## src/spbl_pkg.sv

```systemverilog
`timescale 1ns / 1ps
// ----------------------------------------------------------------------------
// spbl_pkg
// Shared types and constants for the slot pool with bucket lists.
// ----------------------------------------------------------------------------
package spbl_pkg;

  localparam int unsigned NumSlots   = 1024;
  localparam int unsigned NumBuckets = 4096;
  localparam int unsigned IdentBits  = 32;

  localparam int unsigned ModeW    = 3;
  localparam int unsigned SlotFW   = 10;
  localparam int unsigned BucketFW = 12;
  localparam int unsigned GrantFW  = 10;
  localparam int unsigned StatusW  = 2;
  localparam int unsigned CountFW  = 11;

  typedef enum logic [ModeW-1:0] {
    MODE_ALLOC   = 3'd0,
    MODE_FREE    = 3'd1,
    MODE_RELEASE = 3'd2,
    MODE_INSERT  = 3'd3,
    MODE_DELETE  = 3'd4
  } mode_e;

  typedef enum logic [StatusW-1:0] {
    ST_OK     = 2'd0,
    ST_FULL   = 2'd1,
    ST_UNUSED = 2'd2
  } status_e;

  typedef struct packed {
    logic [ModeW-1:0]     mode;
    logic [IdentBits-1:0] ident;
    logic [SlotFW-1:0]    slot;
    logic [BucketFW-1:0]  bucket;
  } in_t;

  typedef struct packed {
    logic [GrantFW-1:0] granted_slot;
    logic [StatusW-1:0] status;
    logic [CountFW-1:0] live_count;
  } out_t;

endpackage

```

## src/spbl_engine.sv

```systemverilog
`timescale 1ns / 1ps
// ----------------------------------------------------------------------------
// spbl_engine
// Operation sequencer: read-modify-write of slot and bucket-head memories,
// free list and bump pointer, result register.
// ----------------------------------------------------------------------------
module spbl_engine
  import spbl_pkg::*;
#(
  parameter int unsigned SLOTS   = NumSlots,
  parameter int unsigned BUCKETS = NumBuckets,
  localparam int unsigned SlotW  = $clog2(SLOTS),
  localparam int unsigned LinkW  = $clog2(SLOTS + 1),
  localparam int unsigned BktW   = (BUCKETS > 1) ? $clog2(BUCKETS) : 1,
  localparam int unsigned WordW  = IdentBits + 1 + 2 * LinkW
) (
  input  logic             clk_i,
  input  logic             rst_ni,
  input  logic             in_valid_i,
  output logic             in_stall_o,
  input  in_t              in_i,
  output logic             out_valid_o,
  input  logic             out_stall_i,
  output out_t             out_o,
  output logic             sm_we_o,
  output logic [SlotW-1:0] sm_waddr_o,
  output logic [WordW-1:0] sm_wdata_o,
  output logic [SlotW-1:0] sm_raddr_o,
  input  logic [WordW-1:0] sm_rdata_i,
  output logic             bm_we_o,
  output logic [BktW-1:0]  bm_waddr_o,
  output logic [LinkW-1:0] bm_wdata_o,
  output logic [BktW-1:0]  bm_raddr_o,
  input  logic [LinkW-1:0] bm_rdata_i
);

  localparam logic [LinkW-1:0] NullLink = LinkW'(SLOTS);

  typedef enum logic [7:0] {
    S_CLR  = 8'b0000_0001,
    S_IDLE = 8'b0000_0010,
    S_EXEC = 8'b0000_0100,
    S_WALK = 8'b0000_1000,
    S_LINK = 8'b0001_0000,
    S_DELP = 8'b0010_0000,
    S_DELN = 8'b0100_0000,
    S_RESP = 8'b1000_0000
  } state_e;

  state_e           state_q, state_d;
  in_t              op_q, op_d;
  logic [LinkW-1:0] free_head_q, free_head_d;
  logic [LinkW-1:0] bump_q, bump_d;
  logic [LinkW-1:0] count_q, count_d;
  logic [BktW-1:0]  clr_q, clr_d;
  logic [LinkW-1:0] nb_p_q, nb_p_d;
  logic [LinkW-1:0] nb_n_q, nb_n_d;
  logic [SlotW-1:0] rd_slot_q;
  logic [SlotW-1:0] gs_q, gs_d;
  status_e          st_q, st_d;
  logic             out_valid_q, out_valid_d;
  out_t             out_q, out_d;

  logic                 s_ok, b_ok, vld, do_walk;
  logic [SlotW-1:0]     op_s;
  logic [LinkW-1:0]     op_link, rd_link, count_dec;
  logic [BktW-1:0]      op_b;
  logic [IdentBits-1:0] w_ident;
  logic                 w_used;
  logic [LinkW-1:0]     w_next, w_prev;

  assign s_ok      = 32'(op_q.slot) < 32'(SLOTS);
  assign b_ok      = 32'(op_q.bucket) < 32'(BUCKETS);
  assign op_s      = SlotW'(op_q.slot);
  assign op_link   = LinkW'(op_q.slot);
  assign op_b      = BktW'(op_q.bucket);
  assign rd_link   = LinkW'(rd_slot_q);
  assign count_dec = (count_q != '0) ? (count_q - LinkW'(1)) : count_q;

  // entries at or above the bump pointer were never handed out: reset view
  assign vld     = rd_link < bump_q;
  assign w_ident = sm_rdata_i[WordW-1 -: IdentBits];
  assign w_used  = vld & sm_rdata_i[2*LinkW];
  assign w_next  = vld ? sm_rdata_i[2*LinkW-1 -: LinkW] : NullLink;
  assign w_prev  = vld ? sm_rdata_i[LinkW-1:0] : NullLink;

  assign in_stall_o  = (state_q != S_IDLE);
  assign out_valid_o = out_valid_q;
  assign out_o       = out_q;

  always_comb begin
    state_d     = state_q;
    op_d        = op_q;
    free_head_d = free_head_q;
    bump_d      = bump_q;
    count_d     = count_q;
    clr_d       = clr_q;
    nb_p_d      = nb_p_q;
    nb_n_d      = nb_n_q;
    gs_d        = gs_q;
    st_d        = st_q;
    out_valid_d = out_valid_q & out_stall_i;
    out_d       = out_q;
    sm_we_o     = 1'b0;
    sm_waddr_o  = rd_slot_q;
    sm_wdata_o  = {w_ident, w_used, w_next, w_prev};
    sm_raddr_o  = rd_slot_q;
    bm_we_o     = 1'b0;
    bm_waddr_o  = op_b;
    bm_wdata_o  = NullLink;
    bm_raddr_o  = op_b;
    do_walk     = 1'b0;

    unique case (state_q)
      S_CLR: begin
        bm_we_o    = 1'b1;
        bm_waddr_o = clr_q;
        bm_wdata_o = NullLink;
        clr_d      = clr_q + BktW'(1);
        if (clr_q == BktW'(BUCKETS - 1)) begin
          state_d = S_IDLE;
        end
      end
      S_IDLE: begin
        sm_raddr_o = (in_i.mode == MODE_ALLOC) ? SlotW'(free_head_q) : SlotW'(in_i.slot);
        bm_raddr_o = BktW'(in_i.bucket);
        if (in_valid_i) begin
          op_d    = in_i;
          state_d = S_EXEC;
        end
      end
      S_EXEC: begin
        gs_d    = '0;
        st_d    = ST_OK;
        state_d = S_RESP;
        case (op_q.mode)
          MODE_ALLOC: begin
            if (free_head_q < NullLink) begin
              sm_we_o     = 1'b1;
              sm_waddr_o  = SlotW'(free_head_q);
              sm_wdata_o  = {op_q.ident, 1'b1, w_next, w_prev};
              free_head_d = w_next;
              count_d     = count_q + LinkW'(1);
              gs_d        = SlotW'(free_head_q);
            end else if (bump_q < NullLink) begin
              sm_we_o    = 1'b1;
              sm_waddr_o = SlotW'(bump_q);
              sm_wdata_o = {op_q.ident, 1'b1, NullLink, NullLink};
              bump_d     = bump_q + LinkW'(1);
              count_d    = count_q + LinkW'(1);
              gs_d       = SlotW'(bump_q);
            end else begin
              st_d = ST_FULL;
            end
          end
          MODE_FREE: begin
            if (s_ok && w_used) begin
              sm_we_o     = 1'b1;
              sm_waddr_o  = op_s;
              sm_wdata_o  = {w_ident, 1'b0, free_head_q, w_prev};
              free_head_d = op_link;
              count_d     = count_dec;
            end else begin
              st_d = ST_UNUSED;
            end
          end
          MODE_RELEASE: begin
            if (s_ok && w_used) begin
              do_walk = 1'b1;
            end else begin
              st_d = ST_UNUSED;
            end
          end
          MODE_INSERT: begin
            if (!(s_ok && w_used)) begin
              st_d = ST_UNUSED;
            end else if (b_ok) begin
              bm_we_o    = 1'b1;
              bm_waddr_o = op_b;
              bm_wdata_o = op_link;
              sm_we_o    = 1'b1;
              sm_waddr_o = op_s;
              if (bm_rdata_i == op_link) begin
                sm_wdata_o = {w_ident, w_used, op_link, op_link};
              end else begin
                sm_wdata_o = {w_ident, w_used, bm_rdata_i, NullLink};
                if (bm_rdata_i < NullLink) begin
                  sm_raddr_o = SlotW'(bm_rdata_i);
                  state_d    = S_LINK;
                end
              end
            end
          end
          MODE_DELETE: begin
            if (!s_ok) begin
              st_d = ST_UNUSED;
            end else begin
              nb_p_d = w_prev;
              nb_n_d = w_next;
              if (w_prev < NullLink) begin
                sm_raddr_o = SlotW'(w_prev);
                state_d    = S_DELP;
              end else begin
                if (b_ok) begin
                  bm_we_o    = 1'b1;
                  bm_waddr_o = op_b;
                  bm_wdata_o = w_next;
                end
                if (w_next < NullLink) begin
                  sm_raddr_o = SlotW'(w_next);
                  state_d    = S_DELN;
                end
              end
            end
          end
          default: ;
        endcase
      end
      S_WALK: begin
        if (w_used) begin
          do_walk = 1'b1;
        end else begin
          state_d = S_RESP;
        end
      end
      S_LINK: begin
        sm_we_o    = 1'b1;
        sm_wdata_o = {w_ident, w_used, w_next, op_link};
        state_d    = S_RESP;
      end
      S_DELP: begin
        sm_we_o = 1'b1;
        state_d = S_RESP;
        if (nb_n_q == nb_p_q) begin
          sm_wdata_o = {w_ident, w_used, nb_n_q, nb_p_q};
        end else begin
          sm_wdata_o = {w_ident, w_used, nb_n_q, w_prev};
          if (nb_n_q < NullLink) begin
            sm_raddr_o = SlotW'(nb_n_q);
            state_d    = S_DELN;
          end
        end
      end
      S_DELN: begin
        sm_we_o    = 1'b1;
        sm_wdata_o = {w_ident, w_used, w_next, nb_p_q};
        state_d    = S_RESP;
      end
      S_RESP: begin
        if (!out_valid_q || !out_stall_i) begin
          out_valid_d        = 1'b1;
          out_d.granted_slot = GrantFW'(gs_q);
          out_d.status       = st_q;
          out_d.live_count   = CountFW'(count_q);
          state_d            = S_IDLE;
        end
      end
      default: begin
        state_d = S_IDLE;
      end
    endcase

    // one chain slot per cycle: free it, fetch its successor
    if (do_walk) begin
      sm_we_o     = 1'b1;
      sm_waddr_o  = rd_slot_q;
      sm_wdata_o  = {w_ident, 1'b0, free_head_q, w_prev};
      free_head_d = rd_link;
      count_d     = count_dec;
      if ((w_next < NullLink) && (w_next != rd_link)) begin
        sm_raddr_o = SlotW'(w_next);
        state_d    = S_WALK;
      end else begin
        state_d = S_RESP;
      end
    end
  end

  always_ff @(posedge clk_i or negedge rst_ni) begin
    if (!rst_ni) begin
      state_q     <= S_CLR;
      free_head_q <= NullLink;
      bump_q      <= '0;
      count_q     <= '0;
      clr_q       <= '0;
      out_valid_q <= 1'b0;
    end else begin
      state_q     <= state_d;
      free_head_q <= free_head_d;
      bump_q      <= bump_d;
      count_q     <= count_d;
      clr_q       <= clr_d;
      out_valid_q <= out_valid_d;
    end
  end

  always_ff @(posedge clk_i) begin
    op_q      <= op_d;
    nb_p_q    <= nb_p_d;
    nb_n_q    <= nb_n_d;
    rd_slot_q <= sm_raddr_o;
    gs_q      <= gs_d;
    st_q      <= st_d;
    out_q     <= out_d;
  end

endmodule
```

## config.mk

```make
export PLATFORM = sky130hd
export DESIGN_NAME = spbl_engine
export DESIGN_NICKNAME = d
export VERILOG_FILES = /design/src/spbl_pkg.sv /design/src/spbl_engine.sv
export SDC_FILE = /design/constraint.sdc
export NUM_CORES = 1
export LEC_CHECK = 0
export BUFFER_PORTS_ARGS = -buffer_cell sky130_fd_sc_hd__clkbuf_2
export CAP_MARGIN = 20
export CORE_MARGIN = 4
export CORE_UTILIZATION = 49
export CTS_CLUSTER_SIZE = 30
export DETAILED_ROUTE_END_ITERATION = 8
export PLACE_DENSITY = 0.77
export SYNTH_ARGS = -nofsm -noshare
export SYNTH_HDL_FRONTEND = slang
export SYNTH_SLANG_ARGS = --single-unit
export TNS_END_PERCENT = 50
```

## constraint.sdc

```tcl
create_clock -name clk_i -period 3.6 [get_ports clk_i]
set_input_delay 0.18 -clock clk_i [delete_from_list [all_inputs] [get_ports clk_i]]
set_output_delay 0.18 -clock clk_i [all_outputs]
set_load 0.05 [all_outputs]
```

==> run summary <==
Status -> finished, violations left
Failing checks -> negative setup slack
Remaining Overflow, GRT -> 0
Largest net degree at the start of global routing -> 37
Worst Tran Pin Value -> 0.939 ns
Hold Path Class -> input pin to flip-flop
Final WL -> 46.9 mm
Filler cell count -> 1637
Layout cells sized above 1 -> 36.9%
Clock buffer depth -> 2
Post-synth ARST share -> 30.3%
Num rows -> 54
Die width -> 158 um
Worst path slowest cell -> dfrtp_1
Antenna-violating nets left -> 0
Cells along the critical path -> inv_2 > ha_4 > nor2b_4 > and3_4 > a31oi_4 > a31o_2 > a222oi_1 > buf_4 > buf_4 > a311oi_2 > a311oi_2 > buf_4 > buf_12
Crit end category -> output port
Arr. time, crit path -> 3.47 ns
Post-DP HPWL -> 32.8 mm
Final setup margin -> -0.0549 ns
Clock Latency Late Sink -> 0.45 ns
Clock sink total -> 178
Pre-CTS WS -> -0.0153 ns
Synth Cell Area -> 11000 sq um
Max-slew violations -> 0
Clock slew at reported path FFs -> 0.09 ns
Buf/Inv on CP -> 5
Top FF cell, synth -> edfxtp_1
Multi-input gate area -> 5940 sq um
Vias in the first global route -> 11300
CTS tree -> done
DP Cell Count -> 1655
Ys Warns -> 0
CP peak stage delay -> 0.39 ns
Final nets -> 1620
Clock root cell -> clkbuf_16
Area growth syn-to-layout -> 39.8%
Area of the die -> 24800 sq um
Total Neg Setup Slack -> -0.159 ns
Htree depth -> 4
Initial Utilization -> 50.1%
Sequential Area -> 4980 sq um
Highest clock rate -> 274 MHz
Fin cells -> 1773
DR pass1 iterations -> 8
CP dominant cell by count -> buf_4
Post-route cell area -> 15300 sq um
Yosys top cell by area -> edfxtp_1
Worst R2R Setup Slack -> 0.46 ns
Initial antenna violation count -> 0
DR iter-0 viols -> 1454
Delay-heaviest family, CP -> compound AO/OA/AOI/OAI gates
Dominant cells by area after synthesis -> edfxtp_1 31%, dfrtp_1 12%, mux2_2 4.7%, nand2_1 4.4%, mux2i_1 3.2%
Register-to-Register Path Depth -> 9
CP Class -> flip-flop to output port
Worst vdd ir -> 712 uV
Syn avg cell area -> 9.99 sq um
HP Start -> sm_rdata_i[8]
Leakage -> 6.62 nW
Clk_skew -> 0.0162 ns
Synth cell types -> 86
Worst Hold End -> nb_p_q[8]
Worst EP required -> 3.42 ns
RSZ-0062 raised after global routing -> true
Hold Crit Depth -> 3
Routability Congestion -> 1.04
P per Cell Area -> 753 nW/um^2
First-pass GRT wire length -> 67.2 mm
Vias -> 11500
Port bufs -> 263
Number of synthesized flops with an enable pin -> 114
Inserted Diodes -> 0
Reg2Reg Launch Point -> op_q[55]
Final worst path period share -> 102%
Remaining routing DRC violations -> 0
Via-to-Cell Ratio -> 6.51
Slew Limit Headroom -> 37.4%
WL per Instance -> 26.5 um
Synth Net Count -> 1237
GRT Total Usage -> 36.0%
Min Tclk post-route -> 3.65 ns
Die span in y -> 158 um
Cells after Synth -> 1097
Sequential fraction of the synthesis area -> 45.4%
Worst setup SP type -> flip-flop
Synth Register Bits -> 178
Fin Hold WS -> 0.0854 ns
TritonCTS Buffers -> 17
RR Endpoint -> bump_q[8]
Final hold violation count -> 0
Core ar. -> 21900 sq um
Crit Path Max Fanout -> 6
Max Cap Violations -> 0
Placed cell areas -> 13400 sq um
Final setup vio count -> 6
Area share of the largest cell type after synthesis -> 31.2%
Ports -> 264
-- synth_stat cells (20+ instances only) --
master	count
a22o_1	30
mux2_2	46
a21oi_1	34
nand3_1	36
xnor2_1	36
a22oi_1	21
mux2i_1	35
o21ai_0	40
dfrtp_1	52
inv_1	41
and3_1	25
clkbuf_1	54
edfxtp_1	114
nand2_1	129
nor3_1	20
nor2_1	58
-- flip-flops by register name, summed over array words and instances (netlist names), 10 cells and up --
register	count
op_q	35
out_o	23
clr_q	12
op_b	12
bump_q	11
count_q	11
free_head_q	11
nb_n_q	11
nb_p_q	11
gs_q	10
op_s	10
rd_slot_q	10
-- tightest hold or removal path, stage by stage --
cell and delay, ns:
clkbuf_2 0.13, nand2_1 0.08, inv_1 0.05
-- worst max-delay path by stage --
stage                     cells past startpoint  slack (ns)       from             to
after floorplan                              11       -0.29  bump_q[8]   rd_slot_q[1]
final                                        13       -0.05  bump_q[9]  sm_raddr_o[0]
after global routing                         12       -0.19  bump_q[9]  sm_raddr_o[0]
after CTS                                    13      -0.003  bump_q[8]  sm_raddr_o[0]
after detailed placement                     11       -0.02  bump_q[8]  sm_raddr_o[5]
after global placement                       11        0.12  bump_q[8]  sm_raddr_o[5]
-- routing by layer --
metal	GRT usage [%]	vias up	wire [um]
li1	-	4945	-
met1	45.1	5436	17100
met2	59.0	923	22100
met3	6.15	245	4560
met4	20.6	0	3190
met5	0	-	0
-- placed cells by master, fill, tap and decap left out, types with 9 or more instances in the layout --
master / synthesis / final
a22o_1: 30 / 30
and2_1: 13 / 13
buf_12: 0 / 25
nor2_1: 58 / 56
clkbuf_16: 0 / 18
a21oi_1: 34 / 24
nand3_1: 36 / 32
o21ai_0: 40 / 37
dlygate4sd3_1: 0 / 60
nor3_1: 20 / 17
nand2b_1: 13 / 13
nand2_1: 129 / 126
xnor2_1: 36 / 36
buf_4: 1 / 104
xor2_1: 15 / 15
nand4_1: 14 / 14
and3_1: 25 / 24
buf_6: 2 / 9
mux2i_1: 35 / 30
o2111ai_1: 11 / 11
ha_1: 13 / 10
inv_1: 41 / 36
clkbuf_2: 1 / 233
edfxtp_1: 114 / 114
o22ai_1: 10 / 10
dfrtp_1: 52 / 51
mux2_2: 46 / 46
a221o_1: 15 / 15
dfxtp_1: 10 / 10
a31oi_1: 16 / 15
a22oi_1: 21 / 21
a21oi_2: 0 / 10
-- kinds of logic after synthesis --
group	after synthesis	synth area share, %
flops	178	45.4
fa+ha+maj	13	1.48
mux	83	8.19
xor+xnor	51	4.07
compound gates	293	20.0
buf+inv	119	4.39
simple gates	360	16.4
-- stage by stage --
step	util [%]	total power [mW]
2_1_floorplan	-	6.56
3_3_place_gp	61.0	8.60
3_5_place_dp	61.0	8.65
4_1_cts	68.2	11.0
5_1_grt	70.0	11.9
6_report	70.0	11.5
-- what timing repair did --
item,4_1_cts,5_1_grt
gates cloned,2,1
setup endpoints to repair,86,80
pin swaps,13,18
gates resized for setup,51,67
buffers inserted,13,11
hold buffers,60,0
hold endpoints to repair,86,0
-- power breakdown --
group / internal, mW / switching [mW] / total [mW]
combinational: 2.27 / 4.27 / 6.54
sequential: 2.65 / 0.371 / 3.02
clock: 0.954 / 1.02 / 1.98
total: 5.88 / 5.66 / 11.5
-- cell type report --
class | count | area share, %
multi-input cells | 801 | 38.8
inverters | 44 | 1.08
clock inverters | 15 | 1.32
clock buffers | 17 | 2.78
well taps | 280 | 2.29
flip-flops and latches | 178 | 32.5
repair buffers | 438 | 21.3
Power figures use the tool's default switching activity.
