[src/spbl_ram.sv]
`timescale 1ns / 1ps
// ----------------------------------------------------------------------------
// spbl_ram
// Generic simple dual-port RAM: one write and one registered read per cycle.
// ----------------------------------------------------------------------------
module spbl_ram #(
  parameter int unsigned Width = 8,
  parameter int unsigned Depth = 16,
  localparam int unsigned AddrW = (Depth > 1) ? $clog2(Depth) : 1
) (
  input  logic             clk_i,
  input  logic             we_i,
  input  logic [AddrW-1:0] waddr_i,
  input  logic [Width-1:0] wdata_i,
  input  logic [AddrW-1:0] raddr_i,
  output logic [Width-1:0] rdata_o
);

  logic [Width-1:0] mem [Depth];
  logic [Width-1:0] rdata_q;

  always_ff @(posedge clk_i) begin
    if (we_i) begin
      mem[waddr_i] <= wdata_i;
    end
    rdata_q <= mem[raddr_i];
  end

  assign rdata_o = rdata_q;

endmodule

[config.mk]
export PLATFORM = sky130hd
export DESIGN_NAME = spbl_ram
export DESIGN_NICKNAME = d
export VERILOG_FILES = /design/src/spbl_ram.sv
export SDC_FILE = /design/constraint.sdc
export NUM_CORES = 1
export LEC_CHECK = 0
export BUFFER_PORTS_ARGS = -buffer_cell sky130_fd_sc_hd__buf_4
export CAP_MARGIN = 20
export CORE_MARGIN = 10
export CORE_UTILIZATION = 42
export DETAILED_ROUTE_END_ITERATION = 8
export PLACE_DENSITY = 0.56
export SLEW_MARGIN = 40
export SYNTH_ARGS = -nofsm -noshare
export SYNTH_HDL_FRONTEND = slang
export SYNTH_SLANG_ARGS = --single-unit
[constraint.sdc]
create_clock -name clk_i -period 5.27 [get_ports clk_i]
set_input_delay 1.3175 -clock clk_i [delete_from_list [all_inputs] [get_ports clk_i]]
set_output_delay 1.3175 -clock clk_i [all_outputs]
set_load 0.01 [all_outputs]
==> results summary, run 1 <==
The run finished with clean final reports. The insertion delay to the later sink of the worst-skew pair is around 0.4 ns. The average instance area after synthesis came out at 22.48 um^2.

The number of violations reported at the end of detailed-routing iteration 0 came out at 208. The path category of the worst min-delay check is flop to flop. The slew at the pin closest to its max-slew limit came out at 0.7988 ns. The relative slew slack came out at between 40% and 50%.

The TritonCTS sink count is 136. The average wire per cell in the routed design came out at approximately 23 um. The first-pass iteration count of the detailed router came out at 4.

The total count of hold-check failures in the final report is 0. The part of the Yosys area used for sequential elements is 77.78%. The worst setup path is of the input port to flop kind.

The number of unique standard cell types used by synthesis is 19. The buffer count from post-CTS setup fixing came out at 0. In this run the worst path has a maximum fanout of 32.

Setup repair after global routing left no endpoint under its margin. The worst setup path is launched from an input port. The peak ir drop on the vdd network came out at 215.1 uV. The finished cells cover 6098 um^2. The post-synthesis cell area is 5147 um^2. The number of global-route vias before repair came out at about 2500. The number of placement rows came out at 40. The power density of the placed cells came out at 415.8 nW/um^2.

The final core utilization is between 50% and 60%. The total overflow left after global routing is 0. The number of clock buffers inserted by TritonCTS is 17.

The cell count after synthesis came out at around 230. The setup violation total in the final timing report came out at 0. From bottom edge to top edge, the die measures between 100 and 150 um. The clock-pin slew reported for the worst setup and hold paths after clock tree synthesis is 0.06 ns. The critical path arrival came out at 2.87 ns. The total global-route track usage came out at between 10% and 20%.

The clock root buffer is sky130_fd_sc_hd__clkbuf_16. Counting every net in the synthesized netlist gives 247. Routability-driven placement finished with a final weighted congestion of 0.7037. After clock tree synthesis, the repair step resized 0 gates. The final routed DRC violation total is 0.

The maximum number of pins on one net before global-route repair came out at 33. The core region is between 10000 and 15000 um^2. The count of H-tree levels built during CTS is 4. The synthesized design contains 136 register bits. The HPWL reported at the end of detailed placement came out at around 5.9 mm.

The count of final max-slew check failures came out at 0. The total power consumption of the routed design came out at 0.002536 W. The post-layout net count came out at 284. The CTS tree is built.

The post-place instance area came out at roughly 5500 um^2. The number of max-cap violations is 0. The post-detailed-route via-to-cell ratio is 5.484. The floorplan die area is 17080 um^2. The hold-fix buffer count after cts is 0. After detailed routing, the total wire length is 9.826 mm.

The number of antenna-violating nets in the routed design came out at 0. For this run, the number of Yosys warnings is 0. The sum of negative setup slack is 0 ns.

In the layout the commonest cells are sky130_fd_sc_hd__edfxtp_1, sky130_fd_sc_hd__buf_4, sky130_fd_sc_hd__mux4_2. STA classifies the critical path endpoint as a flop. The repair_antennas step left the layout with diodes totalling 0. The layout cell share with drive strength beyond 1 came out at 31.18%. The via count is 2336. The first global-routing pass estimated 14.79 mm of wire.

The die boundary width came out at roughly 130 um. Counting I/O delays and the setup requirement, the final critical path takes 2.580 ns. Pin placement for this block handled 26 I/O pins. The critical path data required time is between 5 and 6 ns. The number of antenna violations at the first check in global routing came out at 0. The static power due to leakage came out at 2.018 nW. The initial standard-cell utilization of the core is 42.85%. The count of buffers added on input and output ports is 25. Leaving out fill and tap cells, the most frequent cell in the layout is sky130_fd_sc_hd__edfxtp_1. The maximum operating frequency is a little under 0.4 GHz.

The area added between synthesis and finish is 18.47%. The clock passes through at most 2 buffers. The maximum clock skew at final layout is 0.008348 ns. The final cycle utilization of the critical path is around half. The layout has 967 filler cells.
-- critical path, stage by stage --
cell                      delay, ns
sky130_fd_sc_hd__buf_4         0.50
sky130_fd_sc_hd__mux4_1        0.67
sky130_fd_sc_hd__a22oi_1       0.29
sky130_fd_sc_hd__nand2_1       0.07
-- Yosys cell counts, drive strengths merged --
library cell / n / share of area, %
edfxtp: 128 / 75
mux4: 32 / 15
a22oi: 16 / 2.3
nor2: 13 / 0.95
nand2: 9 / 0.66
dfxtp: 8 / 3.1
buf: 7 / 1.1
nor3: 4 / 0.39
clkdlybuf4s25: 3 / 0.58
nand2b: 2 / 0.24
nand3b: 2 / 0.29
and2: 1 / 0.12
and2b: 1 / 0.15
nand3: 1 / 0.097
nor2b: 1 / 0.12
or3b: 1 / 0.17
-- through the flow --
stage	std cells	worst slack (ns)	hold WS (ns)
2_1_floorplan	229	2.460	0.6293
3_3_place_gp	394	2.037	0.6593
3_5_place_dp	394	2.208	0.6590
4_1_cts	426	2.658	0.6729
5_1_grt	426	2.581	0.6964
6_report	426	2.690	0.6740
-- state kept, by name, summed over array words and instances, names as in the netlist --
register / count
mem: 128
rdata_o: 8
-- worst paths after layout --
| check | slack (ns) | cells past startpoint | end | startpoint |
|---|---|---|---|---|
| worst max-delay path | 2.69 | 4 | rdata_o[1]$_DFF_P_ | raddr_i[0] |
| worst min-delay path | 0.67 | 3 | rdata_o[2]$_DFF_P_ | mem[14][2]$_DFFE_PP_ |
| worst max register to register | 3.86 | 3 | rdata_o[0]$_DFF_P_ | mem[1][0]$_DFFE_PP_ |
| worst min register to register | 0.67 | 3 | rdata_o[2]$_DFF_P_ | mem[14][2]$_DFFE_PP_ |
-- cell families (layout without fill, tap and decap cells) --
group | after synthesis | after routing | synth area share (%)
flops | 136 | 136 | 77.78
compound gates | 16 | 16 | 2.334
buf+inv | 10 | 60 | 1.677
mux | 32 | 32 | 15.02
simple gates | 35 | 35 | 3.184
-- metal layers --
layer / global-route usage [%] / routed length [um] / vias up
li1: - / - / 1048
met1: 16.06 / 4516 / 1220
met2: 19.12 / 4778 / 56
met3: 3.223 / 389 / 12
met4: 5.298 / 141 / 0
met5: 0 / 0 / -
-- power by group --
part | internal (W) | total (W) | leakage (nW) | switching, W
Sequential | 0.00121 | 0.00122 | 1.22 | 0.00000602
Combinational | 0.0000511 | 0.000117 | 0.506 | 0.0000662
Clock | 0.000788 | 0.00120 | 0.288 | 0.000415
-- cell type report --
class / count / area [um^2] / area share, %
Tap cell: 147 / 183.9 / 3.016
Timing Repair Buffer: 28 / 210.2 / 3.447
Multi-Input combinational cell: 83 / 1090 / 17.87
Clock buffer: 19 / 432.9 / 7.099
Clock inverter: 13 / 177.7 / 2.913
Sequential cell: 136 / 4004 / 65.65
Power figures use the tool's default switching activity.
==> inputs of run 2 (changes only) <==
--- a/config.mk
+++ b/config.mk
@@ -10,7 +10,7 @@
 export CORE_MARGIN = 10
 export CORE_UTILIZATION = 42
 export DETAILED_ROUTE_END_ITERATION = 8
-export PLACE_DENSITY = 0.56
+export PLACE_DENSITY = 0.58
 export SLEW_MARGIN = 40
 export SYNTH_ARGS = -nofsm -noshare
 export SYNTH_HDL_FRONTEND = slang
==> constraint.sdc (replaced) <==
create_clock -name clk_i -period 2.2 [get_ports clk_i]
set_input_delay 0.55 -clock clk_i [delete_from_list [all_inputs] [get_ports clk_i]]
set_output_delay 0.55 -clock clk_i [all_outputs]
set_load 0.01 [all_outputs]
==> results summary, run 2 (synthesis gave the netlist of run 1 again) <==
The design draws a little under 0.006 W. The region available for standard cell placement spans 12010 um^2. The highest routed metal layer is met4. The count of H-tree levels built during CTS is 4. The total wire length after detailed routing is 9.927 mm. The number of flip-flops in the largest register came out at 128. The power density of the placed cells came out at 937.8 nW/um^2. The first-pass GRT wire length is about 15 mm.

The final core utilization came out at 51.44%. Summing all placed instances gives a cell area of 5635 um^2. The worst hold slack after final layout came out at 0.4478 ns. Counting flops per register, the top entry is mem. Across the run, the number of max-cap violations was 0. The clock root buffer is sky130_fd_sc_hd__clkbuf_16. The fraction of power spent switching nets came out at 19.31%.

The finished layout cell area came out at 6178 um^2. The via count came out at 2441. The power spent charging and discharging nets came out at 0.001119 W.

Leaving out fill and tap cells, the most frequent cells in the layout are sky130_fd_sc_hd__edfxtp_1, sky130_fd_sc_hd__buf_4, sky130_fd_sc_hd__mux4_2. The number of placement rows came out at 40. The floorplan die area came out at 17080 um^2. Setup violations remaining at the end of the flow were counted as 0. The number of global-route vias before repair came out at 2476.

Headroom to the max-slew limit came out at a little under three quarters. The worst setup path is captured at a flop. The layout cell share with drive strength beyond 1 came out at 30.54%. In this run, CTS created clock tree buffers numbering 17. The clock period could shrink to 1.612 ns.

After clock tree synthesis, the clock-pin slew on the worst setup and hold paths is 0.06 ns. The number of buffers inserted by port buffering came out at 25. The insertion delay to the later sink of the worst-skew pair came out at 0.41 ns. The height of the die came out at 130.7 um. By startpoint and endpoint, the worst setup path is classified as input port to flop.

The hold-fix buffer count after cts came out at 0. The worst setup path is launched from an input port. The maximum number of pins on one net before global-route repair came out at 22. The sequential share of power came out at 50.4%.

The quantity of gates resized following cts is 0. The peak ir drop on the vdd network is between 400 and 500 uV. Setup repair after global routing left no endpoint under its margin. The family with the most delay on the worst path is multiplexers. The TritonCTS sink count is ~140. The largest individual stage delay along the critical path comes from the cell sky130_fd_sc_hd__mux4_1. The critical path goes through buf_4 -> buf_12 -> mux4_1 -> a22oi_1 -> nand2_1.

The final cycle utilization of the critical path came out at 73.27%. The final antenna diode count is 0. The timing startpoint of the critical path is raddr_i[0]. The number of antenna violations at the first check in global routing came out at 0. The area added between synthesis and finish came out at 20.03%. The weighted congestion at the end of routability-driven global placement is about 0.74.

The number of antenna-violating nets in the routed design came out at 0. The average wire per cell in the routed design is 22.31 um. For this run, the slowest stage of the critical path takes 0.54 ns. The die is 130.7 um wide. The proportion of power drawn by the clock network is between 40 and 50%. The count of final max-slew check failures came to 0. The total global-route track usage came out at 12.50%. The final routed DRC violation total came out at 0. The internal power component came out at 0.004675 W. TritonCTS built the clock tree. The number of buffers and inverters on the critical path is 2. After global routing the overflow that remains totals 0. The initial standard-cell utilization of the core is 42.85%. The library cell used most frequently in the layout, excluding fill and tap cells, is sky130_fd_sc_hd__edfxtp_1. In the routed layout, each cell is associated on average with a via count of about 5.5. Of the total power, combinational logic draws 5.1%. The flow ran to the end, and the final reports show no timing, DRC or antenna violations. In this run the static leakage power is 2.113 nW.

The launch point of the worst hold path is wdata_i[7]. The first detailed-routing pass ran for 4 iterations. Adding up every negative setup slack in the final design gives 0 ns.

The amount of wire on met3 after detailed routing came out at between 600 and 700 um. The setup slack of the worst register-to-register path came out at 0.82 ns. The total count of hold-check failures in the final report is 0.

For this block, wires on met1 add up to 4.265 mm. The HPWL reported at the end of detailed placement came out at 6.441 mm. The number of top-level pins is 26. The met2 routed wirelength is 4.900 mm.

After the last flow step, the layout net total stands at 303. The highest fanout seen on the critical path came out at 12. The number of buffers on the longest clock path is 2. The maximum clock skew at final layout came out at between 0.008 and 0.009 ns. The launch point of the worst reg-to-reg path is mem[8][3]$_DFFE_PP_.

The maximum operating frequency came out at around 0.62 GHz. At the worst endpoint, the required time is 2.49 ns. The path category of the worst min-delay check is input port to flop.

The slew at the pin closest to its max-slew limit is 0.4214 ns. The buffer count from post-CTS setup fixing is 0. The critical path arrival came out at 1.90 ns. The number of violations reported at the end of detailed-routing iteration 0 is approximately 230.
run 2: cell count changes in the layout (fill, tap and decap cells not counted), moves of 5 or more:
| cell | before | now |
|---|---|---|
| sky130_fd_sc_hd__buf_4 | 28 | 44 |
| sky130_fd_sc_hd__clkbuf_1 | 2 | 7 |
| sky130_fd_sc_hd__nor2_1 | 2 | 13 |
| sky130_fd_sc_hd__nor2_2 | 11 | 0 |
run 2: metal layers:
| metal | global-route usage, % | vias up |
|---|---|---|
| li1 | - | 1084 |
| met2 | 18.47 | 76 |
| met4 | 4.709 | 0 |
| met5 | 0 | - |
| met1 | 16.83 | 1272 |
| met3 | 4.190 | 9 |
run 2: power groups by stage:
stage	logic, W	clock network (W)	registers [W]
after global routing	0.000321	0.00273	0.00292
after CTS	0.000301	0.00261	0.00292
after global placement	0.000299	0	0.00297
after floorplan	0.000147	0	0.00297
after detailed placement	0.000301	0	0.00297
final	0.000293	0.00258	0.00292
run 2: layout make-up:
class	instances	area [um^2]
clock buffer	27	493.0
clock inverter	5	50.05
fill	930	5833
multi-input combinational	83	1057
sequential	136	4004
tap	147	183.9
timing repair buffer	47	390.4
run 2: path summary, 6_finish.rpt:
path                           to  cells past startpoint
max            rdata_o[3]$_DFF_P_                      5
min          mem[12][7]$_DFFE_PP_                      1
min reg2reg    rdata_o[1]$_DFF_P_                      3
max reg2reg    rdata_o[3]$_DFF_P_                      3
run 2: stage by stage:
stage	setup WS, ns	std cells
2_1_floorplan	0.1571	229
3_3_place_gp	0.1441	413
6_report	0.5882	445
3_5_place_dp	0.1491	413
5_1_grt	0.4453	445
4_1_cts	0.5819	445
==> inputs of run 3 (changes only) <==
--- a/config.mk
+++ b/config.mk
@@ -10,7 +10,7 @@
 export CORE_MARGIN = 10
 export CORE_UTILIZATION = 42
 export DETAILED_ROUTE_END_ITERATION = 8
-export PLACE_DENSITY = 0.58
+export PLACE_DENSITY = 0.56
 export SLEW_MARGIN = 40
 export SYNTH_ARGS = -nofsm -noshare
 export SYNTH_HDL_FRONTEND = slang
==> constraint.sdc (replaced) <==
create_clock -name clk_i -period 1.6 [get_ports clk_i]
set_input_delay 0.4 -clock clk_i [delete_from_list [all_inputs] [get_ports clk_i]]
set_output_delay 0.4 -clock clk_i [all_outputs]
set_load 0.01 [all_outputs]
==> results summary, run 3 (synthesis gave the netlist of run 1 again) <==
The quantity of gates resized following cts came out at 0. The final core utilization came out at 52.99%. The non-filler instance count after layout came out at 458. The TritonCTS sink count is roughly 140. Clock-pin slew was measured on the worst setup and hold paths at 0.06 ns.

The insertion delay to the later sink of the worst-skew pair came out at 0.41 ns. Combinational logic burns 5.2% of the power. The proportion of power drawn by the clock network is 46.4%. The number of top-level pins came out at 26. The static power due to leakage came out at 2.198 nW. The sum of negative setup slack came out at 0 ns. The maximum operating frequency is just under 0.7 GHz. mem holds more flip-flops than any other register. The initial standard-cell utilization of the core came out at about 43%.

The overflow left after global routing is 0. The number of global-route vias before repair is 2501. The run finished with clean final reports. After layout, the minimum clock period comes to about 1.5 ns.

The root buffer cell chosen for the clock tree is sky130_fd_sc_hd__clkbuf_16. The internal power component came out at 0.006643 W. The maximum number of pins on one net before global-route repair is 26. Leaving out fill and tap cells, the most frequent cells in the layout are sky130_fd_sc_hd__edfxtp_1, sky130_fd_sc_hd__buf_4, sky130_fd_sc_hd__mux4_2. The final routed DRC violation total came out at 0. The via count came out at 2409. The number of clock buffers inserted by TritonCTS is 17. The count of H-tree levels built during CTS came out at 4. The worst setup path is captured at a flop. The layout cell share with drive strength beyond 1 came out at 36.01%. The number of antenna-violating nets in the routed design came out at 0. The number of buffers on the longest clock path is 2. The buffer count from post-CTS setup fixing is 0. The floorplan step defined a die boundary enclosing 17080 um^2. The largest individual stage delay along the critical path comes from the cell sky130_fd_sc_hd__mux4_2.

The highest fanout seen on the critical path is 1. The total count of hold-check failures in the final report is 0. Dividing the detail-routed via count by the number of cells gives 5.260. The area added between synthesis and finish is 23.65%. The core box area came out at 12010 um^2. The total global-route track usage is about an eighth. The setup violation total in the final timing report came out at 0. The post-placement cell count came out at about 430. In the final routed layout, each cell accounts on average for roughly 22 um. The maximum cell stage delay along the critical path came out at 0.48 ns.

The critical path arrival came out at 1.77 ns. The hold-fix buffer count after cts came out at 0. The first routing iteration left 183 violations.

The power density of the placed cells came out at 1301 nW/um^2. The final cycle utilization of the critical path came out at 92.76%. Setup repair after global routing left no endpoint under its margin. The peak ir drop on the vdd network came out at 765.2 uV. The critical path goes through mux4_2 -> a22oi_1 -> buf_4 -> nand2_1. The first-pass iteration count of the detailed router is 5. The maximum clock skew at final layout came out at 0.01114 ns. The congestion estimate from routability-driven global placement came to approximately 0.78. The sequential share of power came out at 48.4%. The number of buffers and inverters on the critical path came out at 1.

The slew at the pin closest to its max-slew limit is 0.7258 ns. The number of max-cap violations is 0. The count of final max-slew check failures came out at 0. The number of fill cells in the layout is 955. The die is 130.7 um wide. The total wire length after detailed routing came out at between 9 and 10 mm. The final antenna diode count came out at 0.

The height of the die is 130.7 um. The most common library cell in the layout ignoring fill and taps is sky130_fd_sc_hd__edfxtp_1. The kind of cell with the highest combined delay along the critical path is multiplexers. The relative slew slack came out at about half. The min-delay analysis places its worst path in the category input port to flop. The first global-routing pass estimated 15.26 mm of wire. STA classifies the critical path startpoint as a flop. The power spent charging and discharging nets came out at 0.001635 W.

The number of antenna violations at the first check in global routing came to 0. The floorplan has 40 rows. The count of buffers added on input and output ports is 25. The HPWL reported at the end of detailed placement came out at about 7 mm. The startpoint-to-endpoint class of the critical path is flop to flop. The fraction of power spent switching nets came out at ~20%.

The critical path data required time is 1.89 ns. The number of flip-flops in the largest register is 128. The post-layout net count is 316.

TritonCTS built the clock tree.
run 3: area by class of cell:
cell class	instances	area (um^2)	area share (%)
repair buffers	60	513.0	8.060
multi-input cells	83	1062	16.69
clock buffers	17	425.4	6.684
flip-flops and latches	136	4004	62.91
clock inverters	15	176.4	2.772
well taps	147	183.9	2.890
run 3: worst register-to-register path: cells and delay by family (launching register included):
kind	cells	cell delay, ns
muxes	1	0.48
buffers and inverters	1	0.17
AOI/OAI and AO/OA	1	0.33
and+or+nand+nor	1	0.04
DFF	1	0.35
run 3: worst paths after layout:
path | start | endpoint | slack (ns) | cells past startpoint
max | mem[3][6]$_DFFE_PP_ | rdata_o[6]$_DFF_P_ | 0.12 | 4
min | wdata_i[5] | mem[6][5]$_DFFE_PP_ | 0.29 | 1
max reg2reg | mem[3][6]$_DFFE_PP_ | rdata_o[6]$_DFF_P_ | 0.12 | 4
min reg2reg | mem[7][0]$_DFFE_PP_ | rdata_o[0]$_DFF_P_ | 0.67 | 3
run 3: metrics by stage:
stage	total power, W	cell area, um^2	setup WS, ns	hold slack [ns]
6_report	0.008278	6365	0.1159	0.2915
5_1_grt	0.008570	6365	0.07423	0.3096
4_1_cts	0.008379	6365	0.1164	0.2876
3_5_place_dp	0.004522	5763	-0.2872	0.6594
3_3_place_gp	0.004518	5763	-0.3029	0.6508
2_1_floorplan	0.004288	5152	-0.06615	0.4989
run 3: metal layers:
layer | global-route usage, % | vias to the layer above | wire length [um]
met5 | 0 | - | 0
met4 | 5.494 | 0 | 101
met3 | 3.707 | 7 | 602
met2 | 19.92 | 74 | 5070
met1 | 16.28 | 1217 | 4209
li1 | - | 1111 | -
run 3: power by group through the flow:
stage	Sequential, W	Combinational, W	Clock [W]
after floorplan	0.00409	0.000202	0
final	0.00401	0.000428	0.00384
after CTS	0.00401	0.000440	0.00393
after global placement	0.00408	0.000436	0
after detailed placement	0.00408	0.000439	0
after global routing	0.00401	0.000467	0.00409
